--- config.mk ---
export PLATFORM = sky130hd
export DESIGN_NAME = sorted_list_insert_delete
export DESIGN_NICKNAME = d
export VERILOG_FILES = /design/src/rtl/slid_pkg.sv /design/src/rtl/slid_datapath.sv /design/src/rtl/slid_ctrl.sv /design/src/rtl/sorted_list_insert_delete.sv
export SDC_FILE = /design/constraint.sdc
export NUM_CORES = 2
export LEC_CHECK = 0
export ABC_CLOCK_PERIOD_IN_PS = 8610
export BUFFER_PORTS_ARGS = -buffer_cell sky130_fd_sc_hd__buf_2
export CELL_PAD_IN_SITES_DETAIL_PLACEMENT = 1
export CELL_PAD_IN_SITES_GLOBAL_PLACEMENT = 2
export CORE_MARGIN = 3
export CORE_UTILIZATION = 39
export CTS_CLUSTER_SIZE = 40
export DETAILED_ROUTE_END_ITERATION = 6
export PLACE_DENSITY_LB_ADDON = 0.1
export SYNTH_ARGS = -nofsm -noshare
export SYNTH_HDL_FRONTEND = slang
export SYNTH_SLANG_ARGS = --single-unit
export TNS_END_PERCENT = 30
--- constraint.sdc ---
create_clock -name i_clk -period 8.61 [get_ports i_clk]
set_clock_uncertainty 0.05 [all_clocks]
set_input_delay 1.2915 -clock i_clk [delete_from_list [all_inputs] [get_ports i_clk]]
set_output_delay 1.2915 -clock i_clk [all_outputs]
set_load 0.1 [all_outputs]
--- src/rtl/slid_pkg.sv ---
package slid_pkg;

    localparam int CAPACITY_DEF = 16;
    localparam int VALUE_W      = 32;
    localparam int CMD_W        = 2;
    localparam int STATUS_W     = 3;

    // Command codes on the input channel. Code 3 has no meaning.
    localparam logic [CMD_W-1:0] CMD_INSERT  = 2'd0;
    localparam logic [CMD_W-1:0] CMD_DELETE  = 2'd1;
    localparam logic [CMD_W-1:0] CMD_DISPLAY = 2'd2;

    // Status codes on the output channel.
    localparam logic [STATUS_W-1:0] ST_INSERTED  = 3'd0;
    localparam logic [STATUS_W-1:0] ST_DELETED   = 3'd1;
    localparam logic [STATUS_W-1:0] ST_FULL      = 3'd2;
    localparam logic [STATUS_W-1:0] ST_NOT_FOUND = 3'd3;
    localparam logic [STATUS_W-1:0] ST_EMPTY     = 3'd4;
    localparam logic [STATUS_W-1:0] ST_ELEMENT   = 3'd5;

    // Operation that the controller asks of the datapath in one cycle.
    typedef enum logic [2:0] {
        OP_NONE       = 3'd0,
        OP_INSERT     = 3'd1,
        OP_DELETE     = 3'd2,
        OP_SHOW_EMPTY = 3'd3,
        OP_ROTATE     = 3'd4
    } t_dp_op;

    typedef struct packed {
        t_dp_op op;    // what to do with the list and the output word
        logic   last;  // last flag of the word loaded this cycle
    } t_dp_ctrl;

    typedef struct packed {
        logic full;
        logic empty;
    } t_dp_stat;

endpackage

--- src/rtl/slid_datapath.sv ---
module slid_datapath #(
    parameter int CAPACITY = slid_pkg::CAPACITY_DEF,
    parameter int CW       = $clog2(CAPACITY + 1)
) (
    input  logic                                i_clk,
    input  logic                                i_rst_n,
    input  slid_pkg::t_dp_ctrl                  i_ctrl,
    input  logic signed [slid_pkg::VALUE_W-1:0] i_value,
    output slid_pkg::t_dp_stat                  o_stat,
    output logic        [CW-1:0]                o_count,
    output logic        [slid_pkg::STATUS_W-1:0] o_status,
    output logic signed [slid_pkg::VALUE_W-1:0] o_result_value,
    output logic                                o_last
);
    import slid_pkg::*;

    logic signed [VALUE_W-1:0]  r_cell [CAPACITY];
    logic signed [VALUE_W-1:0]  n_cell [CAPACITY];
    logic        [CW-1:0]       r_count, n_count;
    logic        [STATUS_W-1:0] r_status, n_status;
    logic signed [VALUE_W-1:0]  r_value, n_value;
    logic                       r_last, n_last;

    logic [CAPACITY-1:0] w_used;  // entry holds a stored value
    logic [CAPACITY-1:0] w_le;    // stored value <= input, entry in use
    logic [CAPACITY-1:0] w_lt;    // stored value <  input, entry in use
    logic [CAPACITY-1:0] w_eq;    // stored value == input, entry in use
    logic                w_full, w_empty, w_found;

    // One comparator cell per entry; the list is sorted, so the flags form
    // a run of ones from entry 0 and the insert or delete point follows.
    always_comb begin
        for (int i = 0; i < CAPACITY; i++) begin
            w_used[i] = CW'(i) < r_count;
            w_le[i]   = w_used[i] && (r_cell[i] <= i_value);
            w_lt[i]   = w_used[i] && (r_cell[i] <  i_value);
            w_eq[i]   = w_used[i] && (r_cell[i] == i_value);
        end
    end

    assign w_full  = r_count == CW'(CAPACITY);
    assign w_empty = r_count == '0;
    assign w_found = |w_eq;

    always_comb begin
        n_cell   = r_cell;
        n_count  = r_count;
        n_status = r_status;
        n_value  = r_value;
        n_last   = r_last;
        case (i_ctrl.op)
            OP_INSERT: begin
                n_value = i_value;
                n_last  = i_ctrl.last;
                if (w_full) begin
                    n_status = ST_FULL;
                end else begin
                    n_status = ST_INSERTED;
                    n_count  = r_count + CW'(1);
                    if (!w_le[0]) begin
                        n_cell[0] = i_value;
                    end
                    for (int i = 1; i < CAPACITY; i++) begin
                        if (!w_le[i]) begin
                            if (w_le[i-1]) begin
                                n_cell[i] = i_value;
                            end else begin
                                n_cell[i] = r_cell[i-1];
                            end
                        end
                    end
                end
            end
            OP_DELETE: begin
                n_value = i_value;
                n_last  = i_ctrl.last;
                if (w_empty) begin
                    n_status = ST_EMPTY;
                end else if (!w_found) begin
                    n_status = ST_NOT_FOUND;
                end else begin
                    n_status = ST_DELETED;
                    n_count  = r_count - CW'(1);
                    for (int i = 0; i < CAPACITY - 1; i++) begin
                        if (!w_lt[i]) begin
                            n_cell[i] = r_cell[i+1];
                        end
                    end
                end
            end
            OP_SHOW_EMPTY: begin
                n_status = ST_EMPTY;
                n_value  = '0;
                n_last   = i_ctrl.last;
            end
            OP_ROTATE: begin
                // Head goes out and to the tail of the used entries.
                n_status = ST_ELEMENT;
                n_value  = r_cell[0];
                n_last   = i_ctrl.last;
                for (int i = 0; i < CAPACITY; i++) begin
                    if (CW'(i) + CW'(1) == r_count) begin
                        n_cell[i] = r_cell[0];
                    end else if (CW'(i) + CW'(1) < r_count) begin
                        n_cell[i] = r_cell[(i + 1) % CAPACITY];
                    end
                end
            end
            default: begin
            end
        endcase
    end

    always_ff @(posedge i_clk) begin
        if (!i_rst_n) begin
            r_count <= '0;
        end else begin
            r_count <= n_count;
        end
        r_cell   <= n_cell;
        r_status <= n_status;
        r_value  <= n_value;
        r_last   <= n_last;
    end

    assign o_stat.full     = w_full;
    assign o_stat.empty    = w_empty;
    assign o_count         = r_count;
    assign o_status        = r_status;
    assign o_result_value  = r_value;
    assign o_last          = r_last;

endmodule

--- src/rtl/slid_ctrl.sv ---
module slid_ctrl #(
    parameter int CAPACITY = slid_pkg::CAPACITY_DEF,
    parameter int CW       = $clog2(CAPACITY + 1)
) (
    input  logic                           i_clk,
    input  logic                           i_rst_n,
    input  logic                           i_valid,
    output logic                           o_stall,
    input  logic [slid_pkg::CMD_W-1:0]     i_command,
    output logic                           o_valid,
    input  logic                           i_stall,
    input  slid_pkg::t_dp_stat             i_stat,
    input  logic [CW-1:0]                  i_count,
    output slid_pkg::t_dp_ctrl             o_ctrl
);
    import slid_pkg::*;

    typedef enum logic [1:0] {
        S_IDLE = 2'b01,
        S_DISP = 2'b10
    } t_state;

    t_state      r_state, n_state;
    logic [CW-1:0] r_remain, n_remain;
    logic        r_valid, n_valid;
    logic        w_out_free, w_accept;

    // The output word may be replaced when it is empty or taken this edge.
    assign w_out_free = !r_valid || !i_stall;
    assign o_stall    = !((r_state == S_IDLE) && w_out_free);
    assign w_accept   = i_valid && !o_stall;

    always_comb begin
        n_state     = r_state;
        n_remain    = r_remain;
        o_ctrl.op   = OP_NONE;
        o_ctrl.last = 1'b1;
        case (r_state)
            S_IDLE: begin
                if (w_accept) begin
                    case (i_command)
                        CMD_INSERT: o_ctrl.op = OP_INSERT;
                        CMD_DELETE: o_ctrl.op = OP_DELETE;
                        CMD_DISPLAY: begin
                            if (i_stat.empty) begin
                                o_ctrl.op = OP_SHOW_EMPTY;
                            end else begin
                                n_state  = S_DISP;
                                n_remain = i_count;
                            end
                        end
                        default: begin
                        end
                    endcase
                end
            end
            S_DISP: begin
                if (w_out_free) begin
                    o_ctrl.op   = OP_ROTATE;
                    o_ctrl.last = r_remain == CW'(1);
                    n_remain    = r_remain - CW'(1);
                    if (r_remain == CW'(1)) begin
                        n_state = S_IDLE;
                    end
                end
            end
            default: n_state = S_IDLE;
        endcase
    end

    always_comb begin
        if (o_ctrl.op != OP_NONE) begin
            n_valid = 1'b1;
        end else if (!i_stall) begin
            n_valid = 1'b0;
        end else begin
            n_valid = r_valid;
        end
    end

    always_ff @(posedge i_clk) begin
        if (!i_rst_n) begin
            r_state  <= S_IDLE;
            r_remain <= '0;
            r_valid  <= 1'b0;
        end else begin
            r_state  <= n_state;
            r_remain <= n_remain;
            r_valid  <= n_valid;
        end
    end

    assign o_valid = r_valid;

endmodule

--- src/rtl/sorted_list_insert_delete.sv ---
// Channel | Direction | Handshake                 | Word
// --------+-----------+---------------------------+------------------------------
// input   | in        | i_valid / o_stall         | i_command, i_value
// output  | out       | o_valid / i_stall         | o_status, o_result_value, o_last
//
// For an insert or a delete every stored entry has its own comparator, and the list
// shifts by one place around the insert or delete point. A display takes the word and
// gives one result per stored value, the list rotating through its head and waiting
// while the output stalls; an empty list gives one. The input is stalled meanwhile.
// Reset is synchronous and active low; it empties the list and the output.
// A new word is taken while a result waits, as soon as that result is taken.
module sorted_list_insert_delete #(
    parameter int CAPACITY = slid_pkg::CAPACITY_DEF
) (
    input  logic                                 i_clk,
    input  logic                                 i_rst_n,
    input  logic                                 i_valid,
    output logic                                 o_stall,
    input  logic        [slid_pkg::CMD_W-1:0]    i_command,
    input  logic signed [slid_pkg::VALUE_W-1:0]  i_value,
    output logic                                 o_valid,
    input  logic                                 i_stall,
    output logic        [slid_pkg::STATUS_W-1:0] o_status,
    output logic signed [slid_pkg::VALUE_W-1:0]  o_result_value,
    output logic                                 o_last
);
    import slid_pkg::*;

    localparam int CW = $clog2(CAPACITY + 1);

    t_dp_ctrl      w_ctrl;
    t_dp_stat      w_stat;
    logic [CW-1:0] w_count;

    // The controller sequences commands; the datapath holds the list.
    slid_ctrl #(
        .CAPACITY (CAPACITY),
        .CW       (CW)
    ) u_ctrl (
        .i_clk     (i_clk),
        .i_rst_n   (i_rst_n),
        .i_valid   (i_valid),
        .o_stall   (o_stall),
        .i_command (i_command),
        .o_valid   (o_valid),
        .i_stall   (i_stall),
        .i_stat    (w_stat),
        .i_count   (w_count),
        .o_ctrl    (w_ctrl)
    );

    slid_datapath #(
        .CAPACITY (CAPACITY),
        .CW       (CW)
    ) u_datapath (
        .i_clk          (i_clk),
        .i_rst_n        (i_rst_n),
        .i_ctrl         (w_ctrl),
        .i_value        (i_value),
        .o_stat         (w_stat),
        .o_count        (w_count),
        .o_status       (o_status),
        .o_result_value (o_result_value),
        .o_last         (o_last)
    );

    // The fill level never passes the capacity.
    a_count_bound: assert property (@(posedge i_clk) disable iff (!i_rst_n)
        w_count <= CW'(CAPACITY))
        else $error("list fill level above capacity");

    // An insert into a list with room grows it by exactly one.
    a_insert_grows: assert property (@(posedge i_clk) disable iff (!i_rst_n)
        (i_valid && !o_stall && i_command == CMD_INSERT && !w_stat.full)
        |=> (w_count == $past(w_count) + CW'(1)))
        else $error("insert did not grow the list");

    // A delete from an empty list reports empty in the next cycle.
    a_delete_empty: assert property (@(posedge i_clk) disable iff (!i_rst_n)
        (i_valid && !o_stall && i_command == CMD_DELETE && w_stat.empty)
        |=> (o_valid && o_status == ST_EMPTY && o_last))
        else $error("delete from empty list not reported");

endmodule

Yosys cells after proc, flatten, opt, wreduce, memory -nomap -nowiden
Cells that the tools add are included.
Storage, ports and cells
  bits in registers: 561
  input bits: 38
  output and inout bits: 38
  logic and storage cells: 368
Operators by class
  add/sub/neg operators: 3
  $lt $le $gt $ge: 48
  equality and inequality tests: 99
  multiplexer cells: 110
  reduce and logical (&&, ||, !) cells: 85
Operator list (number)
  two-way mux 32 bit: 78
  one-hot mux 480 bit (3 select lines): 1
  two-way mux 480 bit: 2
  equality test 32 bit: 16
  less-or-equal comparator 32 bit: 16
  two-way mux 512 bit: 1
  < comparator 32 bit: 15
  AND reduction 7 bit: 14
  one-hot mux 32 bit (3 select lines): 1
  != test 2 bit (second input constant): 36
  one-hot mux 32 bit (2 select lines): 1
  logical AND 1 bit: 49
  != test 3 x 1 -> 1 bit (second input constant): 15
  equality test 4 x 5 -> 1 bit (first input constant): 8
  < comparator 4 x 5 -> 1 bit (first input constant): 8
  two-way mux 5 bit: 7
  equality test 3 x 5 -> 1 bit (first input constant): 4
  < comparator 3 x 5 -> 1 bit (first input constant): 4
  one-hot mux 5 bit (2 select lines): 2
  two-way mux 2 bit: 8
  OR reduction 16 bit: 1
  != test 2 x 1 -> 1 bit (second input constant): 6
  one-hot mux 3 bit (4 select lines): 1
  equality test 2 x 5 -> 1 bit (first input constant): 2
  other kinds (33): 49

Logic depth before layout (Yosys ltp)
  depth in word-level cells: 9
  depth in mapped cells: 13

Cells and area by module
From an unflattened synthesis, not the netlist that was laid out.
Second synthesis, totals
  cell total of the unflattened synthesis: 4379
  area, all modules: 43374.1 µm²
Modules (own cells, without submodules)
  slid_datapath: times used 1, cells an instance 4303, area an instance 42762.3 µm², seq. area each 16555.9 µm²
  slid_ctrl: times used 1, cells an instance 76, area an instance 611.8 µm², seq. area each 160.2 µm²

Worst setup path before layout
No wires, ideal clock.
  path kind: in2reg
  from: in i_value[5] (netlist name)
  to: reg u_datapath.r_cell[416] (netlist name), enable pin
  library setup time: 0.501 ns
  arrival time: 6.946 ns
  required time: 8.059 ns
  slack: 1.112 ns
  cell stages on the path: 12
  buffers on the path: 2
  path through: clkbuf_1 > inv_1 > ha_1 > nand4_1 > or3_1 > or4_1 > buf_2 > o2111ai_1 > nor4_4 > a21oi_4 > o21ai_4 > nor4_1
On the way
  cells in the longest elaborated chain, start to end: 5
  elaborated cells on any way between the ends: 41
  those cells by class: order compare (2); eq/ne (19); reduce/logical (20)
Ends and longest elaborated chain
  from (decl): RTL line sorted_list_insert_delete.sv:20  | input logic signed [slid_pkg::VALUE_W-1:0] i_value,
  parallel branches: the longest is 4 deep, another holds < comparator 32 bit
  AND reduction 7 bit (no source line) (*)
  to (signal assigned): RTL line slid_datapath.sv:120  | r_cell <= n_cell;
  to (decl): RTL line slid_datapath.sv:17  | logic signed [VALUE_W-1:0] r_cell [CAPACITY];
Every way passes the cells marked *.
A chain may end at the register's enable or synchronous reset.

Final worst setup path
  from: in i_value[29] (netlist name)
  to: reg u_datapath.r_cell[403] (netlist name), enable pin
Same word-level chain as after synthesis.

==> results list <==
- DR WL/cell: 32.7 µm
* Crit path capture type: flop
* Buffers added on ports: 75
* Max-slew headroom at the worst pin: 17.2%
- Dividing total power by cell area gives a power density of 195 nW/µm².
- Post-synthesis instance area: 43300 µm²
* Pin count of the biggest net entering global routing: 91
* Main flop type after synthesis: edfxtp_1
- Global routing usage on met1: 43.3%
- After synthesis, the netlist uses 92 different library cells.
- The later pin in the worst-skew pair is clocked with a latency of 0.67 ns.
- For the worst setup path, the data required time is 8.92 ns.
- Antenna violations before repair: 1
* Actual slew at the worst max-slew pin: 1.24 ns
* HP Class: reg -> reg
- Leaving out fill and tap cells, the most frequent cell in the layout is edfxtp_1.
* Largest fanout on the critical path: 22
- Routability-driven placement finished with a final weighted congestion of 0.943.
- Of all cell types, the one taking the most synthesized area is edfxtp_1.
* Number of buffers inserted by post-CTS setup repair: 0
* Height of the chip: 339 µm
- From left edge to right edge, the die measures 339 µm.
* Remaining design rule violation count: 0
* Largest family of logic cells by synthesized area: compound AO/OA/AOI/OAI gates
* Count of maximum capacitance violations: 0
* Count of placed standard cells including taps: 5745
* Synth-to-layout area growth: 10.4%
* Final period utilization: 70.8%
- Htree depth: 3
- The global routing stage identified its most utilized layer as met2.
- The clock drives 561 sinks.
- Share of layout cells above drive strength 1: 10.5%
* Global router's overall resource usage: 32.4%
* Leak pwr: 18.1 nW
- Cell with the biggest individual delay on the critical path: nor4_1
- Critical Path Source Type: input port
* Maximum clock frequency: 164 MHz
- For this run, global-route usage on met3 was measured as 3.60%.
- TritonCTS built the clock tree.
- After detailed routing, the number of vias per cell comes to 6.79.
- Number of nets in the finished design: 4907
- Final count of hold timing violations: 0
- The Yosys step of the flow raised 0 warnings.
- Xor-xnor portion of the synthesized cell area: 0.101%
- The detailed router finished its first iteration with 3728 violations.
- Summing the sequential cell areas from Yosys gives 38.6% of the chip area.
- Among the stages of the critical path, the cell type that occurs most often is nand4_1.
* EDFF count, synth: 548
* Total setup violations reported at the end of the flow: 0
- Overall power of the completed layout: 0.00931 W
* Router iterations before antenna repair: 6
- Number of antenna-violating nets in the routed design: 0
* Global-route wire length before repair: 282000 µm
- In this run the register-to-register setup slack is 3.43 ns.
* Peak ir drop on the vdd network: 0.122 mV
- Fraction of the mapped netlist area in simple logic gates: 14.4%
- The flow ran to the end, and the final reports show no timing, DRC or antenna violations.
- Congestion Overflow GR: 0
* Total of flip-flops plus latches after synthesis: 561
- Dominant delay contributor by cell family on the critical path: simple AND/OR/NAND/NOR gates
- Post-CTS repair changed the size of 0 cells.
- Area share of the largest cell type after synthesis: 38.0%
- Shortest period the worst path allows: 6.10 ns
* Floorplan core area: 110000 µm²
- I/O Pins: 76
* Clock transition time at the flip-flop clock pins of the worst setup and hold paths: 0.05 ns
- The floorplan has 121 rows.
- After detailed placement, the total cell area comes to 45500 µm².
- Via Count: 39961
- Number of global-route vias before repair: 40947
* CTS Buffer Depth: 3
* Routed wire length: 192000 µm
- TritonCTS created 77 clock buffers.
* Post-route standard cell area excluding fillers: 47800 µm²
- Adder-cell area share of the yosys netlist: 15.0%
- Walking the worst path, the cells encountered are buf_2 > inv_1 > ha_1 > nand4_1 > nor4_1 > nand4_1 > o2111ai_1 > nor4_4 > a21oi_4 > o21ai_4 > buf_4 > a311oi_4 > buf_12.
- The average instance in the mapped netlist occupies 9.79 µm².
* Cell count after synthesis: 4425
- Leaving out filler cells and counting taps, the final layout contains 5886.
- Number of buffers inserted for hold repair after clock tree synthesis: 0
- Starting Density: 39.5%
- When the netlist entered floorplanning its net count stood at 4984.
* Commonest cells after routing, fill and taps aside: 548 x edfxtp_1, 521 x ha_1, 400 x a21oi_1
- Number of fill cells: 12256
* Detail Placement HPWL: 140000 µm
- Buffers and inverters on the worst path: 4
* Maximum single-stage delay on the critical path: 0.99 ns
- CTS placed an instance of clkbuf_16 at the clock tree root.
* Setup TNS: 0 ns
- Data arrives at the worst endpoint at 6.40 ns.
- For this run, asynchronously set or reset flops after synthesis account for 0%.
- Area of the die: 115000 µm²
- The synthesized netlist devotes 24.5% of its cell area to compound gates.
- CP Class: in -> reg
* Multiplexer share of the synthesized area: 2.98%
- Count of final max-slew check failures: 0
- Biggest area contributors in the synthesized netlist: edfxtp_1 38%, ha_1 15%, o211ai_1 5.5%
* Grt met2 use: 54.5%
- Setup repair after global routing missed its margin: no
## synthesized netlist by cell type, types with 38 or more instances
master / n
edfxtp_1: 548
ha_1: 521
a21oi_1: 400
nand2_1: 362
o211ai_1: 315
nand3_1: 287
clkbuf_1: 267
a22oi_1: 236
nand4_1: 221
o21ai_0: 168
a22o_1: 141
buf_2: 102
nor2_1: 95
mux2i_1: 92
inv_1: 70
a221oi_1: 57
nor3_1: 49
and2_1: 43
a21o_1: 41
a221o_1: 38
## routing by layer
metal | up-vias | part of all wire, %
li1 | 17572 | -
met5 | - | 0.010
met4 | 2 | 3.6
met3 | 343 | 5.3
met2 | 1472 | 47
met1 | 20572 | 44
## kinds of logic (layout without fill, tap and decap cells)
logic type / count (synthesis) / after routing
and+or+nand+nor: 1217 / 1217
AOI/OAI and AO/OA: 1541 / 1541
DFF: 561 / 561
adders and majority gates: 521 / 521
other: 0 / 2
muxes: 125 / 125
buffers and inverters: 455 / 438
xor gates and xnor gates: 5 / 5
## power breakdown
| part | switching, W | total, W | internal (W) |
|---|---|---|---|
| sequential | 0.000272 | 0.00371 | 0.00344 |
| combinational | 0.00168 | 0.00249 | 0.000806 |
| clock | 0.00137 | 0.00311 | 0.00174 |
## state kept, by name (all words and copies together), names as in the netlist
signal and count:
u_ctrl.o_valid 1, u_datapath.o_result_value 32, u_datapath.r_cell 512, u_ctrl.r_remain 5, u_datapath.o_count 5, u_ctrl.r_state 2
u_datapath.o_last 1, u_datapath.o_status 3
## worst register-to-register path, stage by stage, from the launching register on
cell and delay, ns:
dfxtp_1 0.55, inv_1 0.33, ha_1 0.36, or4b_4 0.56, o21ai_2 0.20, a311o_2 0.19
buf_4 0.47, nand2_8 0.47, nor2_2 1.09, buf_4 0.38, a22o_1 0.18, a21oi_1 0.05
o211ai_1 0.13
## per-stage QoR
step	setup WS, ns	hold WS [ns]	utilization [%]
floorplan	1.11	0.403	-
global placement	2.07	0.423	41.5
detailed placement	2.03	0.429	41.5
CTS	2.73	0.441	43.6
global route	2.43	0.494	43.6
finish	2.51	0.438	43.6
## area by class of cell
cell class / count / area [µm²] / share of cell area, %
inverters: 71 / 267 / 0.557
well taps: 1476 / 1850 / 3.86
flip-flops and latches: 561 / 16700 / 34.9
multi-input cells: 3409 / 25100 / 52.5
diodes: 2 / 5.00 / 0.0105
clock buffers: 101 / 2100 / 4.39
clock inverters: 38 / 211 / 0.442
repair buffers: 228 / 1570 / 3.29
## worst paths after layout
path / startpoint / endpoint / depth (start not counted)
setup / recovery: i_value[29] / u_datapath.r_cell[403] / 13
hold / removal: u_ctrl.r_state[0] / u_ctrl.r_state[0] / 1
setup reg to reg: u_datapath.o_count[1] / u_datapath.r_cell[123] / 12
hold reg to reg: u_ctrl.r_state[0] / u_ctrl.r_state[0] / 1
No activity file was read; power rests on OpenSTA's default activity.
